===== src/utf8d_pkg.sv =====
package utf8d_pkg;

  // Configuration register indexes
  typedef enum logic [0:0] {
    CFG_OUTPUT_MODE = 1'b0,
    CFG_MAX_UNITS   = 1'b1
  } cfg_idx_t;

  localparam logic [20:0] SURR_MASK = 21'h1FF800;
  localparam logic [20:0] SURR_BASE = 21'h00D800;
  localparam logic [20:0] HI_SURR   = 21'h00D800;
  localparam logic [20:0] LO_SURR   = 21'h00DC00;
  localparam logic [20:0] SUPP_BASE = 21'h010000;
  localparam logic [20:0] BMP_MAX   = 21'h00FFFF;
  localparam logic [20:0] CP_MAX    = 21'h10FFFF;
  localparam logic [20:0] BOM_CP    = 21'h00FEFF;

  localparam int unsigned QUEUE_DEPTH = 8;
  localparam int unsigned QUEUE_AW    = $clog2(QUEUE_DEPTH);

  typedef struct packed {
    logic [20:0] unit_value;
    logic [15:0] byte_offset;
    logic        end_of_string;
    logic        bad_input;
    logic [15:0] unit_count;
  } result_t;

  // Up to three beats produced by one input byte, in order from slot 0
  typedef struct packed {
    logic [1:0]         n;
    result_t [2:0]      res;
  } push_t;

  function automatic logic [2:0] shortest_len(input logic [20:0] cp);
    logic [2:0] len;
    if (cp <= 21'h00007F)      len = 3'd1;
    else if (cp <= 21'h0007FF) len = 3'd2;
    else if (cp <= BMP_MAX)    len = 3'd3;
    else if (cp <= CP_MAX)     len = 3'd4;
    else                       len = 3'd0;
    return len;
  endfunction

endpackage


===== src/utf8d_dec.sv =====
module utf8d_dec
  import utf8d_pkg::*;
#(
  parameter int unsigned MAX_STRING_BYTES = 65536
) (
  input  logic        clk,
  input  logic        rst_n,
  input  logic        step,
  input  logic [7:0]  data_byte,
  input  logic        last_byte,
  input  logic        output_mode,
  input  logic [15:0] max_units,
  output push_t       push
);

  localparam int unsigned CAP_FULL = MAX_STRING_BYTES - 1;
  localparam int unsigned CAP_INT  = (CAP_FULL > 65535) ? 65535 : CAP_FULL;
  localparam logic [15:0] OFFSET_CAP = 16'(CAP_INT);

  logic [20:0] pp_r, pp_nxt;
  logic [1:0]  bl_r, bl_nxt;
  logic [2:0]  sl_r, sl_nxt;
  logic [15:0] bc_r, bc_nxt;
  logic [15:0] cs_r, cs_nxt;
  logic [15:0] uw_r, uw_nxt;
  logic        err_r, err_nxt;
  logic        full_r, full_nxt;

  always_ff @(posedge clk) begin
    if (!rst_n) begin
      pp_r   <= '0;
      bl_r   <= '0;
      sl_r   <= '0;
      bc_r   <= '0;
      cs_r   <= '0;
      uw_r   <= '0;
      err_r  <= 1'b0;
      full_r <= 1'b0;
    end else begin
      pp_r   <= pp_nxt;
      bl_r   <= bl_nxt;
      sl_r   <= sl_nxt;
      bc_r   <= bc_nxt;
      cs_r   <= cs_nxt;
      uw_r   <= uw_nxt;
      err_r  <= err_nxt;
      full_r <= full_nxt;
    end
  end

  always_comb begin
    logic        done;
    logic        room;
    logic [20:0] v;
    logic [1:0]  n;
    pp_nxt   = pp_r;
    bl_nxt   = bl_r;
    sl_nxt   = sl_r;
    bc_nxt   = bc_r;
    cs_nxt   = cs_r;
    uw_nxt   = uw_r;
    err_nxt  = err_r;
    full_nxt = full_r;
    done     = 1'b0;
    n        = 2'd0;
    push     = '0;
    room     = (max_units < uw_r) || ((max_units - uw_r) > 16'd1);
    v        = pp_nxt - SUPP_BASE;
    if (step) begin
      if (!err_r && !full_r) begin
        if (bl_r == 2'd0) begin
          cs_nxt = bc_r;
          if (uw_r >= max_units) begin
            full_nxt = 1'b1;
          end else if (!data_byte[7]) begin
            pp_nxt = {13'd0, data_byte};
            sl_nxt = 3'd1;
            done   = 1'b1;
          end else if (data_byte[7:5] == 3'b110) begin
            pp_nxt = {16'd0, data_byte[4:0]};
            sl_nxt = 3'd2;
            bl_nxt = 2'd1;
          end else if (data_byte[7:4] == 4'b1110) begin
            pp_nxt = {17'd0, data_byte[3:0]};
            sl_nxt = 3'd3;
            bl_nxt = 2'd2;
          end else if (data_byte[7:3] == 5'b11110) begin
            pp_nxt = {18'd0, data_byte[2:0]};
            sl_nxt = 3'd4;
            bl_nxt = 2'd3;
          end else begin
            err_nxt = 1'b1;
          end
        end else if (data_byte[7:6] != 2'b10) begin
          err_nxt = 1'b1;
          bl_nxt  = 2'd0;
        end else begin
          pp_nxt = {pp_r[14:0], data_byte[5:0]};
          bl_nxt = bl_r - 2'd1;
          done   = (bl_r == 2'd1);
        end

        v = pp_nxt - SUPP_BASE;
        if (done) begin
          if (shortest_len(pp_nxt) != sl_nxt || (pp_nxt & SURR_MASK) == SURR_BASE) begin
            err_nxt = 1'b1;
          end else if (cs_nxt == 16'd0 && pp_nxt == BOM_CP) begin
            // leading byte-order mark is dropped
          end else if (!output_mode || pp_nxt <= BMP_MAX) begin
            push.res[0] = '{unit_value: pp_nxt, byte_offset: cs_nxt,
                            end_of_string: 1'b0, bad_input: 1'b0, unit_count: 16'd0};
            n      = 2'd1;
            uw_nxt = uw_r + 16'd1;
          end else if (room) begin
            push.res[0] = '{unit_value: HI_SURR | {11'd0, v[19:10]}, byte_offset: cs_nxt,
                            end_of_string: 1'b0, bad_input: 1'b0, unit_count: 16'd0};
            push.res[1] = '{unit_value: LO_SURR | {11'd0, v[9:0]}, byte_offset: cs_nxt,
                            end_of_string: 1'b0, bad_input: 1'b0, unit_count: 16'd0};
            n      = 2'd2;
            uw_nxt = uw_r + 16'd2;
          end else begin
            full_nxt = 1'b1;
          end
        end
      end

      if (bc_r < OFFSET_CAP) bc_nxt = bc_r + 16'd1;

      if (last_byte) begin
        // sequence cut off by the final byte
        if (bl_nxt != 2'd0 && !full_nxt) err_nxt = 1'b1;
        push.res[n] = '{unit_value: '0, byte_offset: '0, end_of_string: 1'b1,
                        bad_input: err_nxt, unit_count: uw_nxt};
        n        = n + 2'd1;
        pp_nxt   = '0;
        bl_nxt   = '0;
        sl_nxt   = '0;
        bc_nxt   = '0;
        cs_nxt   = '0;
        uw_nxt   = '0;
        err_nxt  = 1'b0;
        full_nxt = 1'b0;
      end
    end
    push.n = n;
  end

endmodule


===== src/utf8d_queue.sv =====
module utf8d_queue
  import utf8d_pkg::*;
(
  input  logic             clk,
  input  logic             rst_n,
  input  push_t            push,
  input  logic             pop,
  output result_t          head,
  output logic             not_empty,
  output logic [QUEUE_AW:0] count
);

  result_t               mem_r [QUEUE_DEPTH];
  logic [QUEUE_AW-1:0]   wr_ptr_r, wr_ptr_nxt;
  logic [QUEUE_AW-1:0]   rd_ptr_r, rd_ptr_nxt;
  logic [QUEUE_AW:0]     count_r, count_nxt;

  // multi-beat write: up to three consecutive slots per cycle
  always_ff @(posedge clk) begin
    for (int i = 0; i < 3; i++) begin
      if (2'(i) < push.n) mem_r[wr_ptr_r + QUEUE_AW'(i)] <= push.res[i];
    end
  end

  always_comb begin
    wr_ptr_nxt = wr_ptr_r + QUEUE_AW'(push.n);
    rd_ptr_nxt = rd_ptr_r + QUEUE_AW'(pop);
    count_nxt  = count_r + (QUEUE_AW + 1)'(push.n) - (QUEUE_AW + 1)'(pop);
  end

  always_ff @(posedge clk) begin
    if (!rst_n) begin
      wr_ptr_r <= '0;
      rd_ptr_r <= '0;
      count_r  <= '0;
    end else begin
      wr_ptr_r <= wr_ptr_nxt;
      rd_ptr_r <= rd_ptr_nxt;
      count_r  <= count_nxt;
    end
  end

  assign head      = mem_r[rd_ptr_r];
  assign not_empty = (count_r != '0);
  assign count     = count_r;

endmodule


===== src/utf8_stream_decoder.sv =====
// UTF-8 stream decoder. Takes one byte per beat (in_tlast on the final byte of a string)
// and emits one beat per code point, or one or two UTF-16 units, each tagged with the
// offset of the character's first byte; the final byte also yields an end beat
// (out_tlast) with the unit count and, on out_tuser, whether the string was bad.
// Sustained rate is one byte per cycle while in_tready is high; a byte enters an input
// register, is decoded against the per-string state, and its up to three beats are
// written into an eight-entry output queue; the first result is then offered on out_tvalid
// from the head of that queue. in_tready is held low while more than two beats are
// queued; that queue depth and the downstream drain rate set the throughput. No
// clearing pass after reset. cfg writes take effect at once and belong between strings.
module utf8_stream_decoder
  import utf8d_pkg::*;
#(
  parameter int unsigned MAX_STRING_BYTES = 65536
) (
  input  logic        clk,
  input  logic        rst_n,
  input  logic        in_tvalid,
  output logic        in_tready,
  input  logic [7:0]  in_tdata,   // [7:0] data_byte
  input  logic        in_tlast,   // last_byte
  output logic        out_tvalid,
  input  logic        out_tready,
  output logic [55:0] out_tdata,  // [20:0] unit_value, [36:21] byte_offset,
                                  // [52:37] unit_count, [55:53] zero
  output logic        out_tlast,  // end_of_string
  output logic        out_tuser,  // bad_input
  input  logic        cfg_wr_en,
  input  logic [0:0]  cfg_addr,
  input  logic [15:0] cfg_wdata
);

  logic        output_mode_r;
  logic [15:0] max_units_r;

  always_ff @(posedge clk) begin
    if (!rst_n) begin
      output_mode_r <= 1'b0;
      max_units_r   <= 16'hFFFF;
    end else if (cfg_wr_en) begin
      unique case (cfg_idx_t'(cfg_addr))
        CFG_OUTPUT_MODE: output_mode_r <= cfg_wdata[0];
        CFG_MAX_UNITS:   max_units_r   <= cfg_wdata;
        default: ;
      endcase
    end
  end

  logic       in_vld_r;
  logic [7:0] in_byte_r;
  logic       in_last_r;

  always_ff @(posedge clk) begin
    if (!rst_n) in_vld_r <= 1'b0;
    else        in_vld_r <= in_tvalid && in_tready;
  end

  always_ff @(posedge clk) begin
    if (in_tvalid && in_tready) begin
      in_byte_r <= in_tdata;
      in_last_r <= in_tlast;
    end
  end

  push_t             push;
  result_t           head;
  logic              pop;
  logic [QUEUE_AW:0] q_count;

  utf8d_dec #(
    .MAX_STRING_BYTES (MAX_STRING_BYTES)
  ) u_dec (
    .clk         (clk),
    .rst_n       (rst_n),
    .step        (in_vld_r),
    .data_byte   (in_byte_r),
    .last_byte   (in_last_r),
    .output_mode (output_mode_r),
    .max_units   (max_units_r),
    .push        (push)
  );

  utf8d_queue u_queue (
    .clk       (clk),
    .rst_n     (rst_n),
    .push      (push),
    .pop       (pop),
    .head      (head),
    .not_empty (out_tvalid),
    .count     (q_count)
  );

  assign pop = out_tvalid && out_tready;

  // room for the byte in flight plus the one taken now, three beats each
  assign in_tready = (q_count <= (QUEUE_AW + 1)'(QUEUE_DEPTH - 6));

  assign out_tdata = {3'd0, head.unit_count, head.byte_offset, head.unit_value};
  assign out_tlast = head.end_of_string;
  assign out_tuser = head.bad_input;

endmodule


===== config.mk =====
export PLATFORM = sky130hd
export DESIGN_NAME = utf8_stream_decoder
export DESIGN_NICKNAME = d
export VERILOG_FILES = /design/src/utf8d_pkg.sv /design/src/utf8d_dec.sv /design/src/utf8d_queue.sv /design/src/utf8_stream_decoder.sv
export SDC_FILE = /design/constraint.sdc
export NUM_CORES = 1
export LEC_CHECK = 0
export BUFFER_PORTS_ARGS = -buffer_cell sky130_fd_sc_hd__buf_2
export CORE_MARGIN = 1
export CORE_UTILIZATION = 63
export DETAILED_ROUTE_END_ITERATION = 8
export PLACE_DENSITY = 0.88
export SLEW_MARGIN = 20
export SYNTH_ARGS = -nofsm -noshare
export SYNTH_HDL_FRONTEND = slang
export SYNTH_SLANG_ARGS = --single-unit

===== constraint.sdc =====
create_clock -name clk -period 14.6 [get_ports clk]
set_clock_uncertainty 0.05 [all_clocks]
set_input_delay 0.73 -clock clk [delete_from_list [all_inputs] [get_ports clk]]
set_output_delay 0.73 -clock clk [all_outputs]
set_load 0.02 [all_outputs]

* Yosys cells after proc, flatten, opt, wreduce, memory -nomap -nowiden
Memory sizes are Yosys's and may differ from the RTL's. A register that Yosys moved wholly into a read port is not among the register bits.
Cells that the tools add are included.
** Cells by class
- Magnitude comparators :: 14
- Multipliers :: 0
- Eq/ne operators :: 8
- Bitwise operators :: 1
- Shift operators :: 0
- Divide/modulo/power cells :: 0
- Reductions and logical operators :: 23
- Muxes and demuxes :: 112
- $add $sub $neg :: 13
** Operator list (number)
- 2-to-1 mux 110 bit :: 5
- 2-to-1 mux 165 bit :: 2
- 2-to-1 mux 16 bit :: 15
- 2-to-1 mux 21 bit :: 11
- bitwise mux 165 bit :: 1
- demux 55 bit (select 2 bit) :: 1
- 2-to-1 mux 55 bit :: 2
- 2-to-1 mux 105 bit :: 1
- 2-to-1 mux 3 bit :: 18
- 2-to-1 mux 50 bit :: 1
- 2-to-1 mux 2 bit :: 19
- 2-to-1 mux 1 bit :: 36
- adder 16 x 1 -> 16 bit, second input constant :: 2
- equality test 21 x 16 -> 1 bit, second input constant :: 1
- less-or-equal comparator 21 x 11 -> 1 bit, second input constant :: 1
- less-or-equal comparator 21 x 16 -> 1 bit, second input constant :: 1
- less-or-equal comparator 21 bit, second input constant :: 1
- less-or-equal comparator 21 x 7 -> 1 bit, second input constant :: 1
- subtractor 20 x 17 -> 20 bit, second input constant :: 1
- adder 16 x 2 -> 16 bit, second input constant :: 1
- greater-or-equal comparator 16 bit :: 1
- greater-than comparator 16 x 1 -> 1 bit, second input constant :: 1
- zero test 16 bit :: 1
- less-than comparator 16 bit :: 1
- other kinds (30) :: 46
** Word-level totals
- Memories :: 1
- Output and inout bits :: 60
- Input port bits :: 31
- Logic and storage cells :: 188
- Register bits after elaboration :: 113
- Bits in writable memories :: 440
- Latch bits :: 0
- ROM bits :: 0
** Memories
- u_queue.mem_r :: words 8, width 55, read ports 1, clocked after memory_dff 1, wr ports 3, line utf8d_queue.sv:13 : result_t mem_r [QUEUE_DEPTH];

* Depth between registers and ports, before layout
Gate-level depths: netlist of run 1.
- Depth after elaboration :: 31
- Mapped depth :: 33
- Depth with buffers taken out :: 30

* Hierarchy
From an unflattened synthesis of run 1, not the netlist that was laid out.
** Unflattened totals
- Cell total of the unflattened synthesis :: 4359
- Area, all modules :: 38987.4 um2
** Modules (own cells, without submodules)
- utf8d_queue :: sequential area each 13412.9 um2, area each 29894.9 um2, times used 1, cells an instance 3129
- utf8d_dec :: sequential area each 1521.5 um2, area each 7998.9 um2, times used 1, cells an instance 1134
- utf8_stream_decoder :: sequential area each 630.6 um2, area each 1093.5 um2, times used 1, cells an instance 96

* Worst setup path before layout of run 1
OpenSTA, ideal clock, no wires.
- Path type :: register -> register
- Start point :: reg u_dec.uw_r[0]
- End point :: mem u_queue.mem_r[4][0] in the netlist's numbering (enable)
- Stages on the path, launching flop included :: 28
- Period minus slack after synthesis :: 10.288 ns
- Buffers on the path :: 3
- Setup slack :: 4.312 ns
- Required time :: 14.000 ns
- Arrival time :: 9.688 ns
- Library setup time :: 0.550 ns
- Path through :: dfxtp_1 -> ha_1 -> fa_1 -> nand2b_1 -> a211oi_2 -> o21ai_1 -> a211oi_2 -> clkbuf_1 -> nor2_1 -> a22o_1 -> inv_1 -> ha_1 -> o21ai_0 -> or3_4 -> and2_1 -> o32a_1 -> a21o_1 -> nor3_4 -> clkbuf_1 -> nand2_1 -> ha_1 -> nand2_1 -> o21ai_4 -> buf_6 -> nand2_1 -> inv_1 -> nor2_1 -> o31ai_1
** RTL lines
- from (decl) :: line utf8d_dec.sv:25 : logic [15:0] uw_r, uw_nxt;
- from (signal assigned) :: line utf8d_dec.sv:45 : uw_r <= uw_nxt;
- to (decl) :: line utf8d_queue.sv:13

==> metrics.txt, run 1 <==
status finished, final reports clean; kind of critical path register to register; worst slack at placement 5.77 ns; clk slew on worst S/H paths approximately 0.060 ns; worst-margin pin slew 1.20 ns; # fillers ~2900; Final WS setup 5.34 ns; Worst Hold Class primary input to register; routed vias 21800; global placement routability congestion 1.00; Nets roughly 2600; clk sink count 553; Wirelength per Cell 27.1 um; die width between 200 and 250 um; Skew-Pair Late Insertion Delay 0.63 ns; Critical Path Source Type register; FF+latch count, synth roughly 550; CP required 14.80 ns; Starting DRT DRC Count 3189; hold_buf cts 0; vias in the first global route 21200; Synth Area per Inst about 11 um^2; Slew Viols, Final 0; internal power 2.94 mW; post-CTS setup buffers 0; Port Buffer Count 87; Leak Pwr 9.82 nW; Fin Hold WS between 0.2 and 0.25 ns; Syn Inst Count 2459; first-pass GRT wire length 127 mm; post-synth cell types 89; Post-Syn Area 0.0282 mm^2; maximum buffer depth of the clock tree 3; slew margin rel. 0.197; Top FF cell, synth edfxtp_1; end-of-flow core utilization 0.700; Pwr Density 137 mW/mm^2; cts repair resizes 0; sw frac 0.306; CTS root buf clkbuf_16; Seq/Total Area, Yosys 0.552; Yosys Warn Count 0; Initial Utilization 0.637; final global-route overflow total 0; share of total power in sequential cells 0.431; crit path DAT between 9 and 10 ns; H-tree Lvls 2; Routed WL 84.9 mm; Max Cap Viol 0; Num CTS Buffers 53; final setup vio count 0; Core Area ~0.044 mm^2; number of remaining DRC errors 0; CTS tree yes; post-route antenna net violation count 0; f_max 108 MHz; ys async rst share 0; proportion of power drawn by the clock network 0.337; Max VDD drop 0.109 mV; row cnt 77; Post-synth EDFFs 449; share of layout cells above drive strength 1 0.184; fin crit share 0.635; DR vias/cell 6.98; CP Capture Type register; min Tclk post-route roughly 9.3 ns; NetSw 1.30 mW; full die area 0.0456 mm^2; RSZ-0062 raised after global routing false; Area Overhead vs Synth 9.80%; GR Util All Layers 0.377; IO Pins just over 90; drt first pass iters 8; setup TNS 0 ns; Die Y ~210 um; peak fanout along the critical path 38; logic gate share of total power 0.232; largest net degree at the start of global routing 65; Fin. Hold Viols 0; Final HPWL DP 54.5 mm; initial antenna violation count 0
## final timing paths
| kind | cells after the start | slack, ns | end | start |
|---|---|---|---|---|
| worst max-delay path | 26 | 5.34 | u_queue.mem_r[0][0]$_DFFE_PP_ | u_dec.uw_r[9]$_SDFFE_PN0P_ |
| worst min-delay path | 1 | 0.23 | in_byte_r[4]$_DFFE_PP_ | in_tdata[4] |
| worst max register to register | 26 | 5.34 | u_queue.mem_r[0][0]$_DFFE_PP_ | u_dec.uw_r[9]$_SDFFE_PN0P_ |
| worst min register to register | 2 | 0.42 | max_units_r[9]$_SDFFE_PN1P_ | max_units_r[9]$_SDFFE_PN1P_ |
## cell type report
cell class                 instances  area (um^2)  share of cell area
clock inverter                    36          395              0.0128
clock buffer                      63         1370              0.0444
inverter                          55          206             0.00667
tap                              592          741              0.0239
multi-input combinational       1697        11900               0.384
antenna                            1         2.50           0.0000809
sequential                       553        15600               0.503
timing repair buffer             132          773              0.0250
## through the flow
step | cell area (um^2) | cells | power [mW]
after floorplan | 28200 | 2461 | 2.53
after global placement | 29200 | 3029 | 2.79
after detailed placement | 29200 | 3029 | 2.81
after CTS | 30900 | 3128 | 4.21
after global routing | 30900 | 3128 | 4.35
final | 31000 | 3129 | 4.23
## power by group through the flow
stage	Sequential, mW	Combinational (mW)	Clock (mW)
after floorplan	1.81	0.720	0
after global placement	1.85	0.944	0
after detailed placement	1.86	0.959	0
after CTS	1.82	0.966	1.42
after global routing	1.83	1.04	1.48
final	1.83	0.981	1.43
## cell families after synthesis
| logic type | after synthesis | share of synthesized area |
|---|---|---|
| flip-flops | 553 | 0.552 |
| adder cells (fa/ha/maj) | 40 | 0.0186 |
| AND/OR/NAND/NOR | 1023 | 0.172 |
| other | 1 | 0.000133 |
| XOR/XNOR | 27 | 0.00839 |
| AO/OA/AOI/OAI | 397 | 0.0900 |
| multiplexers | 207 | 0.127 |
| buffers and inverters | 211 | 0.0317 |
## layer usage
metal	track usage	up-vias	wire length, um
li1	-	9224	-
met1	0.486	10600	30100
met2	0.602	1735	40100
met3	0.0808	310	10100
met4	0.197	0	4550
met5	0	-	0
## placed cells by master, fill, tap and decap left out, types with 34 or more instances in the layout
cell type and count:
a21oi_1 135, and3_1 53, buf_2 87, buf_4 45, clkbuf_16 53, dfxtp_1 101
edfxtp_1 449, ha_1 37, inv_1 52, mux2_2 58, mux2i_1 34, mux4_2 110
nand2_1 237, nand3_1 78, nor2_1 357, nor3_1 120, o21ai_0 105
## cells in the mapped netlist (all sizes together) (16+ instances only)
library cell | number | area, um^2
inv | 53 | 199
and3 | 53 | 332
mux2i | 39 | 440
nand2 | 240 | 908
nor4 | 25 | 178
buf | 66 | 349
ha | 37 | 463
nand2b | 19 | 119
or3 | 18 | 118
mux2 | 58 | 653
dfxtp | 104 | 2080
edfxtp | 449 | 13500
and2 | 16 | 100
a21oi | 137 | 693
mux4 | 110 | 2480
nand4 | 22 | 150
nor3 | 142 | 813
nor2 | 359 | 1350
a22oi | 19 | 143
clkbuf | 90 | 338
o21ai | 116 | 592
o22ai | 24 | 150
nand3 | 81 | 430
## state kept, by name, indices dropped and copies added (netlist names), 2 cells and up
name and flops:
u_queue.rd_ptr_r 3, u_dec.bc_r 16, u_dec.bl_r 2, u_queue.wr_ptr_r 3
u_dec.uw_r 16, u_dec.sl_r 3, u_dec.pp_r 21, u_queue.count 4
u_queue.mem_r 440, u_dec.cs_r 16, in_byte_r 8, max_units_r 16
## worst max-delay path, cell delays in order (launching register included)
cell      delay (ns)
dfxtp_1         0.37
inv_1           0.12
ha_1            0.39
a21oi_2         0.25
nor3_1          0.09
nor4_2          0.76
a211oi_2        0.15
buf_4           0.26
nor2_1          0.37
a22o_1          0.32
inv_1           0.09
ha_1            0.25
o21ai_0         0.13
or3_4           0.19
nand2_1         0.07
o41ai_2         0.44
nor3_2          0.15
nor3_4          0.63
nand2_1         0.22
ha_1            0.39
nand2_1         0.10
or2_2           0.35
a31oi_1         0.45
nand3_1         0.62
nand2_1         0.60
o21bai_4        0.40
buf_4           0.62
(Power assumes the default switching activity.)
==> inputs of run 2 (changes only) <==
==> constraint.sdc (replaced) <==
create_clock -name clk -period 8.7 [get_ports clk]
set_clock_uncertainty 0.05 [all_clocks]
set_input_delay 0.435 -clock clk [delete_from_list [all_inputs] [get_ports clk]]
set_output_delay 0.435 -clock clk [all_outputs]
set_load 0.02 [all_outputs]
==> run 2 against run 1 <==
Net effect:
- first-iteration DRC count up 8.6%
- sequential share of layout area decreased by 0.45 points
- via count is 1.6% higher
- largest power group unchanged
- global-route usage shrank 0.57 points
- setup slack worse by 4.6 ns
- power up 65%
- combinational power up 65%
==> metrics.txt, run 2 (synthesis gave the netlist of run 1 again) <==
Nets 2599; crit path to u_queue.mem_r[0][38]$_SDFFCE_PP0P_; Port Buffer Count 87; Core Area 0.0442 mm^2; global placement routability congestion 1.00; R2R setup slack ~0.72 ns; max reg flops 440; Num CTS Buffers 52; number of remaining DRC errors 0; peak fanout along the critical path 27; biggest regs u_queue.mem_r x440, u_dec.pp_r x21; fin crit share 0.917; cts repair resizes 0; kind of critical path register to register; FF/Latch Area 0.0156 mm^2; Die Y 214 um; Critical Path Source Type register; Worst Hold Class primary input to register; H-tree Lvls 2; worst r2r src u_dec.uw_r[0]$_SDFFE_PN0P_; Crit. Startpoint u_dec.uw_r[0]$_SDFFE_PN0P_; share of layout cells above drive strength 1 0.187; Largest Register u_queue.mem_r; CP Capture Type register; Final Non-Filler Cells 3162; # fillers 2811; Initial Utilization 0.637; full die area 0.0456 mm^2; crit path DAT 8.21 ns; Slew Viols, Final 0; ANT cells 0; clk slew on worst S/H paths ~0.060 ns; reg2reg end u_queue.mem_r[0][38]$_SDFFCE_PP0P_; maximum buffer depth of the clock tree 3; GR Util All Layers 0.371; RSZ-0062 raised after global routing false; Routed WL 84.2 mm; final global-route overflow total 0; CTS root buf clkbuf_16; row cnt 77; post-route antenna net violation count 0; IO Pins 91; die width 214 um; Pwr Density roughly 220 mW/mm^2; placed cells 3044; most frequent cells in the layout edfxtp_1 (449), nor2_1 (358), nand2_1 (237), a21oi_1 (135), nor3_1 (121); initial antenna violation count 1; Max VDD drop 0.164 mV; drt first pass iters 8; CP required 8.93 ns; Final HPWL DP 53.6 mm; routed vias 22200; min Tclk post-route 7.98 ns; commonest non-fill, non-tap cell in the layout edfxtp_1; Skew-Pair Late Insertion Delay roughly 0.62 ns; Area Overhead vs Synth 10.8%; Wirelength per Cell ~27 um; status finished, final reports clean; setup TNS 0 ns; first-pass GRT wire length 125 mm; worst-margin pin slew 1.13 ns; Max Cap Viol 0; DR vias/cell ~7; largest net degree at the start of global routing 62; Leak Pwr slightly below 10 nW; multi-input gate area in the final layout 0.0119 mm^2; CTS tree yes; clk sink count 553; post-CTS setup buffers 0; Starting DRT DRC Count 3463; vias in the first global route 21700; Register-to-Register Path Depth 24; slew margin rel. 0.222; f_max ~130 MHz; final setup vio count 0; Fin. Hold Viols 0
## run 2: cell types whose count changed in the layout (fill, tap and decap cells not counted), moves of 2 or more
cell	before	now
inv_16	2	0
bufinv_16	7	4
clkinvlp_4	3	5
clkbuf_1	9	7
buf_4	45	59
dlygate4sd3_1	0	22
## run 2: worst min path at each step
| stage | cells after the start | start | end | slack, ns |
|---|---|---|---|---|
| after floorplan | 2 | max_units_r[10]$_SDFFE_PN1P_ | max_units_r[10]$_SDFFE_PN1P_ | 0.40 |
| after global placement | 2 | u_dec.uw_r[12]$_SDFFE_PN0P_ | u_dec.uw_r[12]$_SDFFE_PN0P_ | 0.41 |
| after detailed placement | 2 | max_units_r[8]$_SDFFE_PN1P_ | max_units_r[8]$_SDFFE_PN1P_ | 0.42 |
| after CTS | 3 | cfg_wdata[8] | max_units_r[8]$_SDFFE_PN1P_ | 0.004 |
| after global routing | 3 | cfg_wdata[8] | max_units_r[8]$_SDFFE_PN1P_ | 0.007 |
| final | 3 | cfg_wdata[8] | max_units_r[8]$_SDFFE_PN1P_ | 0.02 |
## run 2: report_power, final
| group | internal [mW] | switching (mW) |
|---|---|---|
| Clock | 1.25 | 1.04 |
| Combinational | 0.650 | 0.968 |
| Sequential | 2.95 | 0.137 |
| Total | 4.85 | 2.14 |
## run 2: per-stage QoR
stage	hold slack, ns	setup slack [ns]	util	cell area (um^2)	power, mW
2_1_floorplan	0.397	-1.59	-	28200	4.24
3_3_place_gp	0.412	1.19	0.662	29300	4.67
3_5_place_dp	0.420	0.825	0.663	29300	4.71
4_1_cts	0.00384	0.835	0.706	31200	6.96
5_1_grt	0.00694	0.272	0.706	31200	7.19
6_report	0.0166	0.723	0.706	31200	6.99
## run 2: per-layer routing
metal / routed length [um] / share of wire / track usage / up-vias
met1: 28600 / 0.34 / 0.459 / 10600
met2: 39900 / 0.47 / 0.601 / 1819
met3: 10900 / 0.13 / 0.102 / 402
met5: 46 / 0.00055 / 0.00862 / -
met4: 4700 / 0.056 / 0.187 / 4
li1: - / - / - / 9303
## run 2: cell type report
class	count	area share
flip-flops and latches	553	0.499
multi-input cells	1697	0.381
clock buffers	61	0.0437
repair buffers	169	0.0358
well taps	592	0.0237
clock inverters	35	0.0106
inverters	55	0.00661
## run 2: worst max-delay path, cell delays in order (launching register included)
cell and delay, ns:
dfxtp_1 0.37, ha_1 0.24, fa_1 0.42, nand2b_1 0.20, a211oi_2 0.27, o21ai_1 0.19
a211oi_2 0.32, buf_4 0.30, o21ai_1 0.14, a221o_1 0.45, nor4b_1 0.39, and3b_1 0.24
o41ai_2 0.44, nor3_2 0.16, nor3_4 0.39, nand2_1 0.17, ha_1 0.36, nand2_1 0.10
or2_2 0.36, a31oi_1 0.39, nand3_1 0.13, buf_4 0.23, nand2_1 0.32, o21bai_4 0.52
buf_4 0.48
## run 2: repair_timing
| action | CTS | global route |
|---|---|---|
| hold endpoints to repair | 22 | 0 |
| endpoints found under the setup margin | 0 | 0 |
| hold buffers | 22 | 0 |
